`config.mk`:
```
export PLATFORM = sky130hd
export DESIGN_NAME = morphing_wave_oscillator_unit
export DESIGN_NICKNAME = d
export VERILOG_FILES = /design/src/rtl/core/mwo_pkg.sv /design/src/rtl/core/mwo_serial_mul.sv /design/src/rtl/core/morphing_wave_oscillator_unit.sv
export SDC_FILE = /design/constraint.sdc
export NUM_CORES = 1
export LEC_CHECK = 0
export BUFFER_PORTS_ARGS = -buffer_cell sky130_fd_sc_hd__buf_2
export CORE_AREA = 2 2 188 190
export CTS_BUF_LIST = sky130_fd_sc_hd__clkbuf_8
export DETAILED_ROUTE_END_ITERATION = 8
export DIE_AREA = 0 0 190 192
export PLACE_DENSITY = 0.72
export RECOVER_POWER = 25
export SYNTH_ARGS = -nofsm -noshare
export SYNTH_HDL_FRONTEND = slang
export SYNTH_SLANG_ARGS = --single-unit
```
`constraint.sdc`:
```
create_clock -name clk_i -period 13.08 [get_ports clk_i]
set_clock_uncertainty 0.15 [all_clocks]
set_input_delay 1.308 -clock clk_i [delete_from_list [all_inputs] [get_ports clk_i]]
set_output_delay 1.308 -clock clk_i [all_outputs]
set_load 0.02 [all_outputs]
```
`src/rtl/core/mwo_pkg.sv`:
```
package mwo_pkg;

  // Default build of the oscillator
  localparam int unsigned PhaseBitsDefault = 24;
  localparam int unsigned SineDepthDefault = 1024;

  // Field and datapath widths
  localparam int unsigned StartW   = 24;
  localparam int unsigned StepW    = 23;
  localparam int unsigned ShapeW   = 10;
  localparam int unsigned LevelW   = 16;
  localparam int unsigned SampleW  = 16;
  localparam int unsigned FracW    = 8;
  localparam int unsigned SineMagW = 15;
  localparam int unsigned WaveW    = 17;
  localparam int unsigned DiffW    = 18;
  localparam int unsigned MixW     = 25;
  localparam int unsigned ProdW    = MixW + LevelW + 1;
  localparam int unsigned CfgIdxW  = 2;
  localparam int unsigned CfgDataW = 32;

  // Register reset values
  localparam logic [StepW-1:0]  StepReset  = StepW'(0);
  localparam logic [ShapeW-1:0] ShapeReset = ShapeW'(512);
  localparam logic [LevelW-1:0] LevelReset = LevelW'(27853);

  // Configuration register indexes
  typedef enum logic [CfgIdxW-1:0] {
    CFG_PHASE_STEP = 2'd0,
    CFG_WAVE_SHAPE = 2'd1,
    CFG_OUT_LEVEL  = 2'd2
  } cfg_reg_e;

  // Waveforms along the morph axis
  typedef enum logic [1:0] {
    WAVE_SINE   = 2'd0,
    WAVE_TRI    = 2'd1,
    WAVE_SAW    = 2'd2,
    WAVE_SQUARE = 2'd3
  } wave_e;

  typedef struct packed {
    logic              restart;
    logic [StartW-1:0] start_phase;
  } mwo_in_t;

  typedef struct packed {
    logic signed [SampleW-1:0] wave_sample;
    logic                      wrapped;
  } mwo_out_t;

  // One quarter-wave entry, round(32767 * sin(k * step)), evaluated at elaboration
  function automatic logic [SineMagW-1:0] sine_mag(int k, real step);
    real v;
    v = 32767.0 * $sin(step * k);
    return SineMagW'($rtoi(v + 0.5));
  endfunction

endpackage

```
`src/rtl/core/mwo_serial_mul.sv`:
```
module mwo_serial_mul #(
  parameter int unsigned McandW  = mwo_pkg::MixW,
  parameter int unsigned MplierW = mwo_pkg::LevelW
) (
  input  logic                            clk_i,
  input  logic                            rst_ni,
  input  logic                            start_i,
  input  logic signed [McandW-1:0]        mcand_i,
  input  logic [MplierW-1:0]              mplier_i,
  output logic                            busy_o,
  output logic signed [McandW+MplierW:0]  prod_o
);

  localparam int unsigned CntW = $clog2(MplierW + 1);

  logic signed [McandW-1:0] mcand_q;
  logic signed [McandW:0]   hi_q;
  logic [MplierW-1:0]       lo_q;
  logic [CntW-1:0]          cnt_q;
  logic                     busy_q;
  logic signed [McandW+1:0] addend;
  logic signed [McandW+1:0] sum;

  // Add the multiplicand when the lowest multiplier bit is set
  assign addend = lo_q[0] ? (McandW+2)'(mcand_q) : '0;
  assign sum    = (McandW+2)'(hi_q) + addend;

  // Step counter: one multiplier bit a cycle
  always_ff @(posedge clk_i or negedge rst_ni) begin
    if (!rst_ni) begin
      busy_q <= 1'b0;
      cnt_q  <= '0;
    end else if (start_i) begin
      busy_q <= 1'b1;
      cnt_q  <= '0;
    end else if (busy_q) begin
      cnt_q <= cnt_q + CntW'(1);
      if (cnt_q == CntW'(MplierW - 1)) begin
        busy_q <= 1'b0;
      end
    end
  end

  // Shift the partial sum right, low product bits drop into the multiplier register
  always_ff @(posedge clk_i) begin
    if (start_i) begin
      mcand_q <= mcand_i;
      hi_q    <= '0;
      lo_q    <= mplier_i;
    end else if (busy_q) begin
      hi_q <= sum[McandW+1:1];
      lo_q <= MplierW'({sum[0], lo_q} >> 1);
    end
  end

  assign busy_o = busy_q;
  assign prod_o = {hi_q, lo_q};

endmodule

```
`src/rtl/core/morphing_wave_oscillator_unit.sv`:
```
// Morphing wave oscillator: one beat on the input channel is one sample tick.
// Input beat: restart and start_phase. Output beat: wave_sample and wrapped.
// Both channels move a beat when valid is high and stall is low.
// The configuration channel writes phase_step (0), wave_shape (1) and
// out_level (2) whenever valid and ready are high; ready is always high and
// writes belong to idle periods.
// A new input beat is taken only once the previous tick has finished and its
// sample is loaded into the output register. The serial multiplier runs twice
// per tick (morph crossfade, then gain) at one multiplier bit a cycle over
// 16 bits; the bit-serial phase adder runs alongside it.
// While the output register holds an unaccepted sample the next input beat
// is still taken and worked on; it finishes only once the held beat leaves.
// Reset clears the phase to zero, loads the register defaults and empties
// the output register. SineTableDepth must be a power of two.
module morphing_wave_oscillator_unit #(
  parameter int unsigned PhaseBits      = mwo_pkg::PhaseBitsDefault,
  parameter int unsigned SineTableDepth = mwo_pkg::SineDepthDefault
) (
  input  logic                          clk_i,
  input  logic                          rst_ni,
  input  logic                          in_valid_i,
  output logic                          in_stall_o,
  input  mwo_pkg::mwo_in_t              in_data_i,
  output logic                          out_valid_o,
  input  logic                          out_stall_i,
  output mwo_pkg::mwo_out_t             out_data_o,
  input  logic                          cfg_valid_i,
  output logic                          cfg_ready_o,
  input  logic [mwo_pkg::CfgIdxW-1:0]   cfg_index_i,
  input  logic [mwo_pkg::CfgDataW-1:0]  cfg_data_i
);

  import mwo_pkg::*;

  localparam int unsigned AddrW     = $clog2(SineTableDepth);
  localparam int unsigned QuarterW  = AddrW - 2;
  localparam int unsigned Quarter   = SineTableDepth / 4;
  localparam real         SineStep  = 1.5707963267948966 / Quarter;
  localparam int unsigned PcntW     = $clog2(PhaseBits + 1);
  localparam int unsigned RoundBit  = 23;
  localparam int unsigned RndW      = ProdW - RoundBit;
  localparam int          RoundHalf = 1 << (RoundBit - 1);
  localparam int          SatMax    = 32767;
  localparam int          SatMin    = -32768;

  typedef enum logic [3:0] {
    ST_IDLE = 4'b0001,
    ST_WAVE = 4'b0010,
    ST_MIX  = 4'b0100,
    ST_GAIN = 4'b1000
  } state_e;

  state_e state_q, state_d;

  logic [StepW-1:0]  step_q;
  logic [ShapeW-1:0] shape_q;
  logic [LevelW-1:0] level_q;

  logic [PhaseBits-1:0] ph_q;
  logic [PhaseBits-1:0] stp_q;
  logic                 carry_q;
  logic [PcntW-1:0]     pcnt_q;
  logic                 pbusy_q;
  logic                 sum_bit, carry_d;
  logic                 step_hi;

  logic                 in_beat;
  logic                 out_beat;
  logic                 finish;
  logic                 out_valid_q;
  mwo_out_t             out_q;

  logic [31:0]               pq;
  logic [SineMagW-1:0]       sine_rom [Quarter];
  logic [AddrW-1:0]          sidx;
  logic [QuarterW-1:0]       sj, sjm;
  logic [SineMagW-1:0]       smag;
  logic signed [WaveW-1:0]   sine_w, tri_w, saw_w, sq_w;
  logic [WaveW-1:0]          tri_abs;
  logic signed [WaveW:0]     tri_ext;
  wave_e                     a_code, b_code;
  logic [FracW-1:0]          frac;
  logic signed [WaveW-1:0]   wa, wb;
  logic signed [WaveW-1:0]   a_q;
  logic signed [DiffW-1:0]   diff;
  logic signed [MixW-1:0]    mix;

  logic                      mul_start;
  logic signed [MixW-1:0]    mul_mcand;
  logic [LevelW-1:0]         mul_mplier;
  logic                      mul_busy;
  logic signed [ProdW-1:0]   mul_prod;
  logic signed [ProdW-1:0]   rsum;
  logic signed [RndW-1:0]    rnd;
  logic signed [SampleW-1:0] sat;

  // Configuration writes
  assign cfg_ready_o = 1'b1;

  always_ff @(posedge clk_i or negedge rst_ni) begin
    if (!rst_ni) begin
      step_q  <= StepReset;
      shape_q <= ShapeReset;
      level_q <= LevelReset;
    end else if (cfg_valid_i && cfg_ready_o) begin
      unique case (cfg_reg_e'(cfg_index_i))
        CFG_PHASE_STEP: step_q  <= cfg_data_i[StepW-1:0];
        CFG_WAVE_SHAPE: shape_q <= cfg_data_i[ShapeW-1:0];
        CFG_OUT_LEVEL:  level_q <= cfg_data_i[LevelW-1:0];
        default: ;
      endcase
    end
  end

  // Sequencer
  assign in_stall_o = (state_q != ST_IDLE);
  assign in_beat    = in_valid_i && !in_stall_o;
  assign out_beat   = out_valid_q && !out_stall_i;
  assign finish     = (state_q == ST_GAIN) && !mul_busy && !pbusy_q &&
                      (!out_valid_q || !out_stall_i);

  always_comb begin
    state_d = state_q;
    unique case (state_q)
      ST_IDLE: if (in_beat) state_d = ST_WAVE;
      ST_WAVE: state_d = ST_MIX;
      ST_MIX:  if (!mul_busy) state_d = ST_GAIN;
      ST_GAIN: if (finish) state_d = ST_IDLE;
      default: state_d = ST_IDLE;
    endcase
  end

  always_ff @(posedge clk_i or negedge rst_ni) begin
    if (!rst_ni) begin
      state_q <= ST_IDLE;
    end else begin
      state_q <= state_d;
    end
  end

  // Phase accumulator: load on restart, then add the step one bit a cycle
  assign sum_bit = ph_q[0] ^ stp_q[0] ^ carry_q;
  assign carry_d = (ph_q[0] & stp_q[0]) | (carry_q & (ph_q[0] ^ stp_q[0]));
  assign step_hi = (step_q >> PhaseBits) != '0;

  always_ff @(posedge clk_i or negedge rst_ni) begin
    if (!rst_ni) begin
      ph_q    <= '0;
      pbusy_q <= 1'b0;
      pcnt_q  <= '0;
      carry_q <= 1'b0;
    end else if (in_beat) begin
      if (in_data_i.restart) begin
        ph_q <= PhaseBits'(in_data_i.start_phase);
      end
    end else if (state_q == ST_WAVE) begin
      pbusy_q <= 1'b1;
      pcnt_q  <= '0;
      carry_q <= 1'b0;
    end else if (pbusy_q) begin
      ph_q    <= {sum_bit, ph_q[PhaseBits-1:1]};
      carry_q <= carry_d;
      pcnt_q  <= pcnt_q + PcntW'(1);
      if (pcnt_q == PcntW'(PhaseBits - 1)) begin
        pbusy_q <= 1'b0;
      end
    end
  end

  always_ff @(posedge clk_i) begin
    if (state_q == ST_WAVE) begin
      stp_q <= PhaseBits'(step_q);
    end else if (pbusy_q) begin
      stp_q <= stp_q >> 1;
    end
  end

  // Phase as a 32-bit fraction of a cycle
  assign pq = 32'(ph_q) << (32 - PhaseBits);

  // Quarter-wave sine table
  for (genvar k = 0; k < Quarter; k++) begin : g_sine
    assign sine_rom[k] = sine_mag(k, SineStep);
  end

  // Fold the sine index onto the first quarter; the peak sits past the table end
  assign sidx = pq[31 -: AddrW];
  assign sj   = sidx[QuarterW-1:0];
  assign sjm  = sidx[AddrW-2] ? QuarterW'(~sj + 1'b1) : sj;
  assign smag = (sidx[AddrW-2] && (sj == '0)) ? SineMagW'(SatMax) : sine_rom[sjm];

  always_comb begin
    sine_w  = WaveW'($signed({1'b0, smag}));
    if (sidx[AddrW-1]) begin
      sine_w = -sine_w;
    end
    tri_abs = pq[31] ? {1'b0, pq[30:15]} : (WaveW'(65536) - {1'b0, pq[30:15]});
    tri_ext = $signed({1'b0, tri_abs}) - (WaveW+1)'(32768);
    tri_w   = tri_ext[WaveW-1:0];
    saw_w   = $signed(WaveW'(32768) - {1'b0, pq[31:16]});
    sq_w    = pq[31] ? $signed(WaveW'(SatMin)) : $signed(WaveW'(32768));
  end

  // Pick the two neighbouring waves; clamp to pure square at the top
  always_comb begin
    a_code = wave_e'(shape_q[ShapeW-1:FracW]);
    b_code = wave_e'(shape_q[ShapeW-1:FracW] + 2'd1);
    frac   = shape_q[FracW-1:0];
    if (a_code == WAVE_SQUARE) begin
      b_code = WAVE_SQUARE;
      frac   = '0;
    end
    case (a_code)
      WAVE_SINE: wa = sine_w;
      WAVE_TRI:  wa = tri_w;
      WAVE_SAW:  wa = saw_w;
      default:   wa = sq_w;
    endcase
    case (b_code)
      WAVE_SINE: wb = sine_w;
      WAVE_TRI:  wb = tri_w;
      WAVE_SAW:  wb = saw_w;
      default:   wb = sq_w;
    endcase
  end

  assign diff = DiffW'(wb) - DiffW'(wa);

  always_ff @(posedge clk_i) begin
    if (state_q == ST_WAVE) begin
      a_q <= wa;
    end
  end

  // Crossfade a*256 + (b-a)*f, then scale by the level
  assign mix = (MixW'(a_q) <<< FracW) + mul_prod[MixW-1:0];

  assign mul_start  = (state_q == ST_WAVE) || ((state_q == ST_MIX) && !mul_busy);
  assign mul_mcand  = (state_q == ST_WAVE) ? MixW'(diff) : mix;
  assign mul_mplier = (state_q == ST_WAVE) ? LevelW'(frac) : level_q;

  mwo_serial_mul #(
    .McandW  (MixW),
    .MplierW (LevelW)
  ) u_mul (
    .clk_i    (clk_i),
    .rst_ni   (rst_ni),
    .start_i  (mul_start),
    .mcand_i  (mul_mcand),
    .mplier_i (mul_mplier),
    .busy_o   (mul_busy),
    .prod_o   (mul_prod)
  );

  // Round half up and saturate
  assign rsum = mul_prod + ProdW'(RoundHalf);
  assign rnd  = rsum[ProdW-1:RoundBit];

  always_comb begin
    if (rnd > SatMax) begin
      sat = SampleW'(SatMax);
    end else if (rnd < SatMin) begin
      sat = SampleW'(SatMin);
    end else begin
      sat = rnd[SampleW-1:0];
    end
  end

  // Output register: hold the beat until it is taken
  always_ff @(posedge clk_i or negedge rst_ni) begin
    if (!rst_ni) begin
      out_valid_q <= 1'b0;
    end else if (finish) begin
      out_valid_q <= 1'b1;
    end else if (out_beat) begin
      out_valid_q <= 1'b0;
    end
  end

  always_ff @(posedge clk_i) begin
    if (finish) begin
      out_q.wave_sample <= sat;
      out_q.wrapped     <= carry_q | step_hi;
    end
  end

  assign out_valid_o = out_valid_q;
  assign out_data_o  = out_q;

endmodule

```
==> impl_metrics.tcl <==
set metrics [dict create \
    cp-start-kind "flop" \
    die_area_um2 36500 \
    cp.required_ns 13.20 \
    endpoint_kind "flop" \
    grt_start_max_net_pins 73 \
    place.gp.congestion 1.00 \
    post_cts_buffers 0 \
    initial_utilization_pct 54.4 \
    grt-ovfl-total 0 \
    clock_latency_ns 0.56 \
    syn_area_um2 18700 \
    rows 68 \
    port_buffers 73 \
    crit_path_frequent_cell "o21ai_0" \
    finalSetupTns_ns 0 \
    final_antenna_net_count 0 \
    vias_per_cell 6.64 \
    r2r_start "ph_q[15]$_DFFE_PN0P_" \
    crit_arrival_ns 9.69 \
    ys.flop_type "edfxtp_1" \
    synthCells 2278 \
    status "finished with violations" \
    rsz0062_at_grt "no" \
    cts.path.max_buffers 3 \
    min_from "step_q[22]$_DFFE_PN0P_" \
    io_pins 84 \
    whs_ns 0.352 \
    hp-class "flop to flop" \
    syn-num-nets 2436 \
    drtIter0Drc 2281 \
    die_w_um 190 \
    violations "max-capacitance violations, max-slew violations" \
    dpl_cell_area_um2 19200 \
    crit_path_top_delay_cell "a2111oi_0" \
    cts_htree_levels 2 \
    hpwl_mm 45.9 \
    clk_pin_slew_ns 0.06 \
    cts_tree "yes" \
    syn_to_final_growth_pct 6.95 \
    syn_avg_cell_area_um2 8.19 \
    drtPass1Iterations 6 \
    final_common_cell "nand2_1" \
    grt_pass1_vias 16776 \
    period_share_pct 73.2 \
    hold_violations 0 \
    min_period_ns 9.57 \
    startpoint "ph_q[15]$_DFFE_PN0P_" \
    setup_viol 0 \
    clock-sinks 215 \
    wirelength_mm 64.7 \
    dieHeight_um 192 \
    worstPathMaxFanout 17 \
    slew_viol_final 136 \
    path_class "flop to flop" \
    cts_buffers 38 \
    synth_edf_count 98 \
    max_cap_violations 3 \
    core_area_um2 34300 \
    cts-root-buf "clkbuf_8" \
    ctsResizeCount 0 \
    synth-seq-cells 215 \
    grt.total_usage_pct 35.0 \
    yosysSeqAreaShare_pct 30.8 \
    drc_errors 0 \
    antenna_found_initial 2 \
    yosysWarnings 0 \
    worstMarginPinSlew_ns 3.83 \
    async_reset_ff_share_pct 42.3 \
    hold_buffers 0 \
    grt_pass1_wl_mm 98.4 \
    cp_slowest_stage_delay_ns 1.16 \
    n_antenna_cell 0 \
    fin_area_um2 20000 \
    max_freq_mhz 105 \
    synth_cell_types 99 \
    wl_per_cell_um 23.6 \
    final_nets 2416 \
    layout-drive-gt1-share_pct 12.3 \
    maxSlewHeadroom_pct -156 \
    dr_total_vias 18211 \
    layout_common_cells "nand2_1 (254), nor2_1 (219), a21oi_1 (162)" \
]
registers in the layout (all words and copies together), names as in the netlist:
register / cells
u_mul.busy_o: 1
u_mul.cnt_q: 5
carry_q: 1
step_q: 23
out_data_o: 17
a_q: 17
u_mul.hi_q: 26
stp_q: 23
u_mul.mcand_q: 25
out_valid_o: 1
u_mul.lo_q: 16
pbusy_q: 1
ph_q: 24
state_q: 4
shape_q: 10
pcnt_q: 5
level_q: 16
per-layer routing:
metal	up-vias	routed length [µm]	GRT usage, %
met2	994	27100	50.9
li1	8346	-	-
met1	8665	27600	49.3
met3	202	6790	7.58
met4	4	3160	16.7
met5	-	30	0
kinds of logic after synthesis:
group | Yosys count | synth area share [%]
simple gates | 786 | 19.7
compound gates | 695 | 24.9
buf+inv | 250 | 5.63
flops | 215 | 30.8
mux | 119 | 6.82
xor+xnor | 118 | 5.58
fa+ha+maj | 94 | 6.46
other cells | 1 | 0.0201
worst paths after layout:
check / endpoint / cells past startpoint / slack, ns
max: u_mul.mcand_q[16]$_DFFE_PN_ / 32 / 3.51
min: step_q[22]$_DFFE_PN0P_ / 1 / 0.35
max reg2reg: u_mul.mcand_q[16]$_DFFE_PN_ / 32 / 3.51
min reg2reg: step_q[22]$_DFFE_PN0P_ / 1 / 0.35
max in group asynchronous: ph_q[22]$_DFFE_PN0P_ / 2 / 7.47
min in group asynchronous: step_q[16]$_DFFE_PN0P_ / 1 / 0.79
stage by stage:
step / cells / util [%] / setup slack (ns)
final: 2742 / 58.2 / 3.51
after global routing: 2742 / 58.2 / 3.16
after CTS: 2742 / 58.3 / 3.93
after detailed placement: 2673 / 56.1 / 4.00
after global placement: 2673 / 56.1 / 3.96
after floorplan: 2278 / - / 5.22
cells in the mapped netlist, drive strengths merged (38+ instances only):
cell type,number,share of area (%)
nand2,256,5.1
nor2,221,4.5
a21oi,163,4.4
o21ai,134,3.6
clkbuf,108,2.2
edfxtp,98,16
ha,90,6.0
dfrtp,80,11
xnor2,80,3.8
buf,75,2.1
nor3,71,1.9
inv,63,1.3
mux2i,63,3.4
mux2,55,3.3
a211oi,48,1.9
nand3,46,1.3
a31oi,43,1.4
and2,41,1.4
xor2,38,1.8
cell type report:
cell class | instances | area [µm²]
Clock buffer | 43 | 592
Clock inverter | 26 | 149
Fill cell | 3123 | 14300
Inverter | 67 | 251
Multi-Input combinational cell | 1813 | 11900
Sequential cell | 215 | 5760
Tap cell | 455 | 569
Timing Repair Buffer | 123 | 726
worst max-delay path, delay by kind of cell (launching register included):
| kind | cells | cell delay [ns] |
|---|---|---|
| mux | 1 | 0.28 |
| compound gates | 15 | 3.91 |
| simple gates | 5 | 1.49 |
| flops | 1 | 0.71 |
| xor+xnor | 2 | 0.24 |
| buf+inv | 5 | 1.10 |
| fa+ha+maj | 4 | 1.38 |
Power is not shown: default switching activity piles up to over one toggle a cycle in this logic, so the estimate is an artifact.
